===== config.mk =====
export PLATFORM = sky130hd
export DESIGN_NAME = wbpm_ctrl
export DESIGN_NICKNAME = d
export VERILOG_FILES = /design/src/sv/assert_macros.svh /design/src/sv/wbpm_pkg.sv /design/src/sv/wbpm_ctrl.sv
export SDC_FILE = /design/constraint.sdc
export NUM_CORES = 1
export LEC_CHECK = 0
export CORE_AREA = 10 10 47 49
export DETAILED_ROUTE_END_ITERATION = 10
export DIE_AREA = 0 0 57 59
export DONT_BUFFER_PORTS = 1
export PLACE_DENSITY = 0.34
export SKIP_CTS_REPAIR_TIMING = 1
export SLEW_MARGIN = 20
export SYNTH_ARGS = -nofsm -noshare
export SYNTH_HDL_FRONTEND = slang
export SYNTH_SLANG_ARGS = --single-unit

===== constraint.sdc =====
create_clock -name clk -period 2.64 [get_ports clk]
set_clock_uncertainty 0.15 [all_clocks]
set_input_delay 0.396 -clock clk [delete_from_list [all_inputs] [get_ports clk]]
set_output_delay 0.396 -clock clk [all_outputs]
set_load 0.05 [all_outputs]

===== src/sv/assert_macros.svh =====
`ifndef ASSERT_MACROS_SVH
`define ASSERT_MACROS_SVH

// same-cycle implication
`define ASSERT_IMPL(label, ante, cons, msg) \
    label: assert property (@(posedge clk) disable iff (!rst_n) (ante) |-> (cons)) \
        else $error(msg);

// next-cycle implication
`define ASSERT_NEXT(label, ante, cons, msg) \
    label: assert property (@(posedge clk) disable iff (!rst_n) (ante) |=> (cons)) \
        else $error(msg);

// invariant
`define ASSERT_ALWAYS(label, expr, msg) \
    label: assert property (@(posedge clk) disable iff (!rst_n) (expr)) \
        else $error(msg);

`endif


===== src/sv/wbpm_pkg.sv =====
package wbpm_pkg;

    localparam int CHANNELS       = 8;
    localparam int MAX_BLOCKS     = 64;
    localparam int SAMPLE_BITS    = 24;
    localparam int CH_BITS        = $clog2(CHANNELS);
    localparam int PTR_BITS       = $clog2(MAX_BLOCKS);
    localparam int WIN_BITS       = 7;
    localparam int ACT_BITS       = 4;
    localparam int RING_DEPTH     = CHANNELS * MAX_BLOCKS;
    localparam int RING_ADDR_BITS = CH_BITS + PTR_BITS;
    localparam int CFG_IDX_BITS   = 1;
    localparam int CFG_DATA_BITS  = 7;

    localparam logic [CFG_IDX_BITS-1:0] REG_WINDOW_BLOCKS   = 1'b0;
    localparam logic [CFG_IDX_BITS-1:0] REG_ACTIVE_CHANNELS = 1'b1;

    localparam logic [WIN_BITS-1:0] WINDOW_RESET = 7'd64;
    localparam logic [ACT_BITS-1:0] ACTIVE_RESET = 4'd2;

    typedef logic [SAMPLE_BITS-1:0] mag_t;

    typedef enum logic [2:0] {
        ST_IDLE,
        ST_UPDATE,
        ST_SCAN,
        ST_WAIT,
        ST_DONE
    } state_t;

    typedef struct packed {
        logic capture;
        logic update;
        logic scan_read;
        logic load_out;
    } cmd_t;

    typedef struct packed {
        logic metered;
        logic is_end;
        logic scan_last;
        logic out_free;
    } stat_t;

endpackage


===== src/sv/wbpm_ctrl.sv =====
module wbpm_ctrl (
    input  logic           clk,
    input  logic           rst_n,
    input  logic           in_valid,
    output logic           in_ready,
    input  wbpm_pkg::stat_t stat,
    output wbpm_pkg::cmd_t  cmd
);
    import wbpm_pkg::*;

    state_t state_reg;
    state_t state_next;

    always_ff @(posedge clk or negedge rst_n)
    begin
        if (!rst_n)
        begin
            state_reg <= ST_IDLE;
        end
        else
        begin
            state_reg <= state_next;
        end
    end

    always_comb
    begin
        state_next = state_reg;
        case (state_reg)
            ST_IDLE:
            begin
                if (in_valid)
                begin
                    state_next = ST_UPDATE;
                end
            end
            ST_UPDATE:
            begin
                if (stat.metered && stat.is_end)
                begin
                    state_next = ST_SCAN;
                end
                else
                begin
                    state_next = ST_IDLE;
                end
            end
            ST_SCAN:
            begin
                if (stat.scan_last)
                begin
                    state_next = ST_WAIT;
                end
            end
            ST_WAIT:
            begin
                state_next = ST_DONE;
            end
            ST_DONE:
            begin
                if (stat.out_free)
                begin
                    state_next = ST_IDLE;
                end
            end
            default:
            begin
                state_next = ST_IDLE;
            end
        endcase
    end

    always_comb
    begin
        in_ready = 1'b0;
        cmd      = '0;
        case (state_reg)
            ST_IDLE:
            begin
                in_ready    = 1'b1;
                cmd.capture = in_valid;
            end
            ST_UPDATE:
            begin
                cmd.update = 1'b1;
            end
            ST_SCAN:
            begin
                cmd.scan_read = 1'b1;
            end
            ST_DONE:
            begin
                cmd.load_out = stat.out_free;
            end
            default:
            begin
                cmd = '0;
            end
        endcase
    end

endmodule


==> metrics, run 1 <==
status=finished clean; GR Util All Layers=3.075%; Slew HR=81.87%; ranking of synthesized cells by area=dfrtp_1 42%, nor3_2 11%, a32o_1 5.6%; DRT Pass-1 Iters=2; First DRT Iteration DRCs=2; max cap viols=0; share of cells above drive strength 1=roughly 44%; Clock Latency Late Sink=0.23 ns; full die area=approximately 3400 µm²; Tcrit/Tclk final=74.60%; worst slew pin tran=between 0.2 and 0.3 ns; CP max FO=7; CTS H-Tree Depth=1; Core ar.=1401 µm²; vias=144; Antenna Violating Nets Remaining=0; gpl congestion=0.6766; Avg Cell Area, Syn=10.52 µm²; Worst EP required=2.09 ns; vias in the first global route=approximately 140; port bufs=0; total wire length=approximately 500 µm; Yosys reg bits=3; area leader, netlist=dfrtp_1; first-pass GRT wire length=724 µm; # IOs=12; min Tclk post-route=1.969 ns; synthesis-to-finish area growth=46.85%; initial antenna violation count=0; f_max=507.8 MHz; count of final setup violators=0; clock buffer depth=2; synthesized cell area=178.9 µm²; Vert. Die Dim=59 µm; Setup CP Type=register to output pin; hold_ws=about 0.19 ns; row count=14; Cells after Synth=17; residual DRC count=0; Synth cell types=14; worst path cell trace=nor3_2, buf_4, and2_1, buf_4; die width=57 µm; area share of the largest cell type after synthesis=41.96%; leading cell types by count after synthesis=3 x dfrtp_1, 2 x nor3_2; setup TNS=0 ns; RSZ-0062 raised after global routing=no; Synth warnings=0; sequential fraction of the synthesis area=41.96%; ys flop type=dfrtp_1; CP max stage delay=0.45 ns; Worst-path clk slew=0.03 ns; critical path arrival=roughly 1.4 ns; Hold/Removal Path Class=input pin to register; synthesized net count=24; grt total ovfl=0; ant diodes=0; Slew Limit Fails=0; CTS tree=built; DR WL/cell=12.05 µm; Worst Setup End Kind=output pin; CP startpoint kind=register; Root Driver=clkbuf_4; most common cell in the netlist=dfrtp_1; # clock sinks=3; Layout Nets=33; Via density=about 3.5; Post-synth EDFFs=0; Final Hold Fails=0; largest net degree at the start of global routing=9; max reg flops=3; initial core utilization=12.77%; Worst path most repeated cell=buf_4; slowest CP cell=dfrtp_1; ys async rst share=100.0%; CTS Buf Count=3
==> through the flow <==
stage | cells | util, % | setup slack, ns | instance area (µm²)
floorplan | 17 | - | 0.4244 | 178.9
global placement | 36 | 16.16 | 0.9203 | 226.5
detailed placement | 36 | 16.16 | 0.9141 | 226.5
CTS | 40 | 18.04 | 0.6585 | 252.7
global route | 41 | 18.75 | 0.6109 | 262.8
finish | 41 | 18.75 | 0.6706 | 262.8
==> critical path: cells and delay by family, from the launching register on <==
family | cells | cell delay, ns
buf+inv | 2 | 0.41
flops | 1 | 0.45
simple gates | 2 | 0.34
==> logic make-up (layout without fill, tap and decap cells) <==
kind of cell           Yosys count  after routing  synth area share (%)
buffers and inverters            1              9                 2.096
flip-flops                       3              3                 41.96
multiplexers                     1              1                 5.595
AND/OR/NAND/NOR                 10             10                 41.97
AO/OA/AOI/OAI                    2              2                 8.389
==> cell type report <==
| cell class | instances | area [µm²] |
|---|---|---|
| flip-flops and latches | 3 | 75.07 |
| fillers | 150 | 1139 |
| clock buffers | 4 | 26.28 |
| repair buffers | 4 | 32.53 |
| multi-input cells | 13 | 105.1 |
| well taps | 16 | 20.02 |
| inverters | 1 | 3.754 |
==> path summary, 6_finish.rpt <==
| kind | startpoint | to | slack (ns) | cells past startpoint |
|---|---|---|---|---|
| max in group asynchronous | rst_n | state_reg[1] | 1.93 | 1 |
| min in group asynchronous | rst_n | state_reg[2] | 0.26 | 1 |
| hold reg to reg | state_reg[0] | state_reg[0] | 0.44 | 1 |
| setup reg to reg | state_reg[0] | state_reg[2] | 1.54 | 2 |
| setup / recovery | state_reg[0] | cmd[3] | 0.67 | 4 |
| hold / removal | stat[2] | state_reg[1] | 0.19 | 2 |
==> per-layer routing <==
| layer | routed length (µm) | share of wire (%) | track usage, % |
|---|---|---|---|
| met4 | 0 | 0 | 2.013 |
| met5 | 0 | 0 | 0 |
| met1 | 269 | 54 | 3.704 |
| met2 | 91 | 18 | 1.395 |
| met3 | 133 | 27 | 5.365 |
==> cells in the final DEF, fill, tap and decap left out <==
cell           Yosys  routed
clkbuf_4           0       3
buf_4              0       3
dfrtp_1            3       3
nor3_2             2       2
nor3b_2            0       1
nor2b_1            1       1
and2b_2            1       1
and2_1             1       1
nor2_1             1       1
and3_2             1       1
nand4b_1           1       1
nand2b_1           1       1
a21oi_1            1       1
mux2i_1            1       1
inv_1              1       1
a32o_1             1       1
clkbuf_1           0       1
dlygate4sd3_1      0       1
Power of run 1 is not shown: default switching activity piles up to over one toggle a cycle in this logic, so the estimate is an artifact.
==> inputs of run 2 (changes only) <==
--- a/config.mk
+++ b/config.mk
@@ -9,7 +9,7 @@
 export DETAILED_ROUTE_END_ITERATION = 10
 export DIE_AREA = 0 0 57 59
 export DONT_BUFFER_PORTS = 1
-export PLACE_DENSITY = 0.34
+export PLACE_DENSITY = 0.35
 export SKIP_CTS_REPAIR_TIMING = 1
 export SLEW_MARGIN = 20
 export SYNTH_ARGS = -nofsm -noshare
==> constraint.sdc (replaced) <==
create_clock -name clk -period 1.7 [get_ports clk]
set_clock_uncertainty 0.15 [all_clocks]
set_input_delay 0.255 -clock clk [delete_from_list [all_inputs] [get_ports clk]]
set_output_delay 0.255 -clock clk [all_outputs]
set_load 0.05 [all_outputs]
==> metrics, run 2 (synthesis results as in run 1) <==
status=finished clean; first-pass GRT wire length=765 µm (+5.7%); Slew HR=80.86% (-1.0 points); synthesis-to-finish area growth=58.74%; residual DRC count=0 (unchanged); port bufs=0 (unchanged); vias=150 (+4.2%); grt total ovfl=0 (unchanged); Final Hold Fails=0 (unchanged); worst path cell trace=nor3_4, and2_1, buf_12; Hold/Removal Path Class=input pin to register; gpl congestion=0.6044 (-11%); placed insts=36 (unchanged); critical path arrival=1.22 ns (-0.20 ns); Slew Limit Fails=0 (unchanged); Layout Nets=33 (unchanged); clock buffer depth=2 (unchanged); Worst Setup End Kind=output pin; count of final setup violators=0 (unchanged); ant diodes=0 (unchanged); die width=57 µm (unchanged); # IOs=12 (unchanged); GR Util All Layers=3.293% (+0.22 points); WHS Endpoint=state_reg[1]; total wire length=490 µm (-0.81%); Worst EP required=1.29 ns (-0.80 ns); most common cell after layout, fill and taps aside=clkbuf_4; delay-heaviest family, CP=flip-flops; f_max=around 600 MHz; r2r setup slk=0.61 ns (-0.93 ns); Reg2Reg Depth=2 (unchanged); worst slew pin tran=0.2872 ns (+0.01366 ns); Top Metal Used=met4; R2R Path End=state_reg[2]; R2R Path Start=state_reg[0]; CTS Buf Count=3 (unchanged); Via density=3.659 (+4.2%); Tcrit/Tclk final=between 90% and 100%; Worst-path clk slew=0.04 ns (about the same); Antenna Violating Nets Remaining=0 (unchanged); largest net degree at the start of global routing=9 (unchanged); max cap viols=0 (unchanged); min Tclk post-route=around 1.6 ns; DRT Pass-1 Iters=3 (+1); CTS H-Tree Depth=1 (unchanged); full die area=3363 µm² (unchanged); Vert. Die Dim=59 µm (unchanged); First DRT Iteration DRCs=2 (unchanged); # clock sinks=3 (unchanged); setup TNS=0 ns (unchanged); CP startpoint kind=register; Worst Path Buf+Inv=1 (-1); RSZ-0062 raised after global routing=no; vias in the first global route=165 (+17%); Clock Latency Late Sink=0.23 ns (about the same); CTS tree=built; CP max stage delay=0.45 ns (about the same); Final Non-Filler Cells=41 (unchanged); Core ar.=1401 µm² (unchanged); slowest CP cell=dfrtp_2; initial antenna violation count=0 (unchanged); share of cells above drive strength 1=52.00% (+8.0 points); hold depth=2 (unchanged); leading cell types in the layout, fill and taps excluded=3 x clkbuf_4, 2 x buf_4, 2 x dfrtp_2; DRT met1 WL=166 µm (-38%); max reg flops=3 (unchanged); Met2 Wirelength=227 µm (+150%); initial core utilization=12.77% (unchanged); Root Driver=clkbuf_4; Hold Startpoint=stat[2]; met3 routed WL=80 µm (-40%); Setup CP Type=register to output pin; row count=14 (unchanged); DR WL/cell=11.95 µm (-0.81%); CP max FO=7 (unchanged)
-- run 2: layout make-up --
cell class                 instances  area [µm²]
clock buffer                       4       26.28
fill                             167        1117
inverter                           1       3.754
multi-input combinational         13       111.4
sequential                         3       77.57
tap                               16       20.02
timing repair buffer               4       45.04
-- run 2: worst max-delay path by stage --
stage / start / endpoint / slack [ns] / cells past startpoint
after floorplan: state_reg[0] / cmd[3] / -0.17 / 2
after global placement: state_reg[0] / cmd[3] / 0.30 / 3
after detailed placement: state_reg[0] / cmd[3] / 0.30 / 3
after global routing: state_reg[0] / cmd[3] / 0.003 / 3
after CTS: state_reg[0] / cmd[3] / 0.04 / 3
final: state_reg[0] / cmd[3] / 0.08 / 3
-- run 2: metrics by stage --
step                      instance area [µm²]  worst slack, ns  utilization, %  hold WS, ns
after detailed placement                245.2           0.2955           17.50      -0.1905
final                                   284.0          0.07956           20.27      0.03754
after floorplan                         190.2          -0.1729               -      -0.1906
after CTS                               271.5          0.03820           19.38      -0.4442
after global routing                    284.0         0.002842           20.27      0.05114
after global placement                  245.2           0.3004           17.50      -0.1905
-- run 2: metal layers --
layer	global-route usage [%]	vias up
li1	-	76
met1	2.273	63
met2	4.496	9
met3	2.790	2
met4	5.034	0
met5	0	-
-- run 2: worst register-to-register path: cells and delay by family, from the launching register on --
family          cells  cell delay [ns]
simple gates        1             0.16
compound gates      1             0.21
flops               1             0.45
Power of run 2 is left out for the same reason.
==> inputs of run 3 (changes only) <==
--- a/config.mk
+++ b/config.mk
@@ -5,11 +5,12 @@
 export SDC_FILE = /design/constraint.sdc
 export NUM_CORES = 1
 export LEC_CHECK = 0
+export ABC_AREA = 1
 export CORE_AREA = 10 10 47 49
 export DETAILED_ROUTE_END_ITERATION = 10
 export DIE_AREA = 0 0 57 59
 export DONT_BUFFER_PORTS = 1
-export PLACE_DENSITY = 0.35
+export PLACE_DENSITY = 0.3
 export SKIP_CTS_REPAIR_TIMING = 1
 export SLEW_MARGIN = 20
 export SYNTH_ARGS = -nofsm -noshare
==> metrics, run 3 <==
status=finished clean; sequential fraction of the synthesis area=41.38% (-0.58 points); Setup CP Type=register to output pin; GR Util All Layers=3.547% (+0.25 points); gpl congestion=0.6902 (+14%); CTS Buf Count=3 (unchanged); CTS tree=built; max cap viols=0 (unchanged); Worst-path clk slew=0.04 ns (about the same); f_max=616.9 MHz (about the same); CP max FO=5 (-2); Yosys reg bits=3 (unchanged); Core ar.=1401 µm² (unchanged); row count=14 (unchanged); grt total ovfl=0 (unchanged); area leader, netlist=dfrtp_1; CP max stage delay=0.45 ns (about the same); full die area=3363 µm² (unchanged); die width=57 µm (unchanged); # clock sinks=3 (unchanged); # IOs=12 (unchanged); Via density=3.585 (-2.0%); first-pass GRT wire length=890 µm (+16%); CP startpoint kind=register; share of cells above drive strength 1=27.03% (-25 points); vias in the first global route=210 (+27%); worst slew pin tran=0.4234 ns (+0.1363 ns); port bufs=0 (unchanged); total wire length=556 µm (+13%); Layout Nets=45 (+36%); Root Driver=clkbuf_4; area share of the largest cell type after synthesis=41.38% (-0.58 points); leading cell types in the layout, fill and taps excluded=6 x inv_1, 6 x nor2_1, 4 x nand2_1, 4 x nand3_1; dpl hpwl=about 460 µm; residual DRC count=0 (unchanged); initial core utilization=12.95% (+0.18 points); DR WL/cell=10.49 µm (-12%); Post-synth EDFFs=0 (unchanged); leading cell types by count after synthesis=7 x inv_1, 6 x nor2_1, 4 x nand2_1, 4 x nand3_1, 3 x dfrtp_1; First DRT Iteration DRCs=4 (+2); ant diodes=0 (unchanged); synthesized net count=35 (+46%); Worst Setup End Kind=output pin; count of final setup violators=0 (unchanged); Vert. Die Dim=59 µm (unchanged); worst path cell trace=nor2_4, nand2_1, inv_1; Antenna Violating Nets Remaining=0 (unchanged); synthesis-to-finish area growth=55.17%; synthesized cell area=181.4 µm² (+1.4%); setup TNS=0 ns (unchanged); Clock Latency Late Sink=0.23 ns (about the same); slowest CP cell=dfrtp_1; ranking of synthesized cells by area=dfrtp_1 41%, inv_1 14%, nor2_1 12%; DRT Pass-1 Iters=4 (+1); Synth warnings=0 (unchanged); initial antenna violation count=0 (unchanged); hold_ws=0.06581 ns (+0.02827 ns); ys async rst share=100.0% (unchanged); vias=190 (+27%); clock buffer depth=2 (unchanged); Synth cell types=9 (-5); CTS H-Tree Depth=1 (unchanged); Worst EP required=1.29 ns (about the same); largest net degree at the start of global routing=6 (-3); min Tclk post-route=1.621 ns (+0.0005125 ns); RSZ-0062 raised after global routing=no; Slew HR=71.74% (-9.1 points); Tcrit/Tclk final=95.35% (about the same); Final Hold Fails=0 (unchanged); max reg flops=3 (unchanged); most common cell in the netlist=inv_1; Hold/Removal Path Class=input pin to register; Cells after Synth=28 (+11); ys flop type=dfrtp_1; critical path arrival=1.22 ns (about the same); Avg Cell Area, Syn=6.479 µm² (-38%); Slew Limit Fails=0 (unchanged)
run 3: cell count changes in the layout (fill, tap and decap cells not counted), sizes merged, moves of 4 or more:
| cell | before | now |
|---|---|---|
| inv | 1 | 7 |
| nor2 | 1 | 7 |
| nand2 | 0 | 4 |
| nand3 | 0 | 4 |
run 3: through the flow:
| stage | setup slack (ns) | std cells | utilization, % | area [µm²] |
|---|---|---|---|---|
| global route | 0.001952 | 53 | 20.09 | 281.5 |
| global placement | 0.3101 | 48 | 16.88 | 236.5 |
| floorplan | 0.02293 | 28 | - | 186.4 |
| finish | 0.07905 | 53 | 20.09 | 281.5 |
| detailed placement | 0.2922 | 48 | 16.88 | 236.5 |
| CTS | 0.03702 | 52 | 18.75 | 262.8 |
run 3: final timing paths:
kind                                    from      endpoint  slack [ns]  cells past startpoint
worst max register to register  state_reg[1]  state_reg[0]        0.60                      4
max in group asynchronous              rst_n  state_reg[0]        1.13                      1
worst max-delay path            state_reg[2]      in_ready        0.08                      3
worst min register to register  state_reg[1]  state_reg[2]        0.48                      2
min in group asynchronous              rst_n  state_reg[1]        0.12                      1
worst min-delay path                 stat[3]  state_reg[1]        0.07                      2
run 3: worst max-delay path: cells and delay by family (launching register included):
kind                   cells  cell delay [ns]
buffers and inverters      1             0.33
AND/OR/NAND/NOR            2             0.21
flip-flops                 1             0.45
run 3: logic make-up after synthesis:
family          Yosys count  share of synthesized area (%)
buf+inv                   7                          14.49
flops                     3                          41.38
compound gates            1                          2.756
simple gates             17                          41.38
run 3: cell type report:
class / instances / area, µm²
Sequential cell: 3 / 75.07
Timing Repair Buffer: 5 / 43.79
Clock buffer: 4 / 26.28
Fill cell: 170 / 1120
Tap cell: 16 / 20.02
Multi-Input combinational cell: 18 / 90.09
Inverter: 7 / 26.28
run 3: per-layer routing:
layer	GRT usage, %	part of all wire, %
met1	4.048	49
met2	4.496	46
met3	2.146	5.0
met4	3.020	0
met5	0	0
Power of run 3 is left out for the same reason.
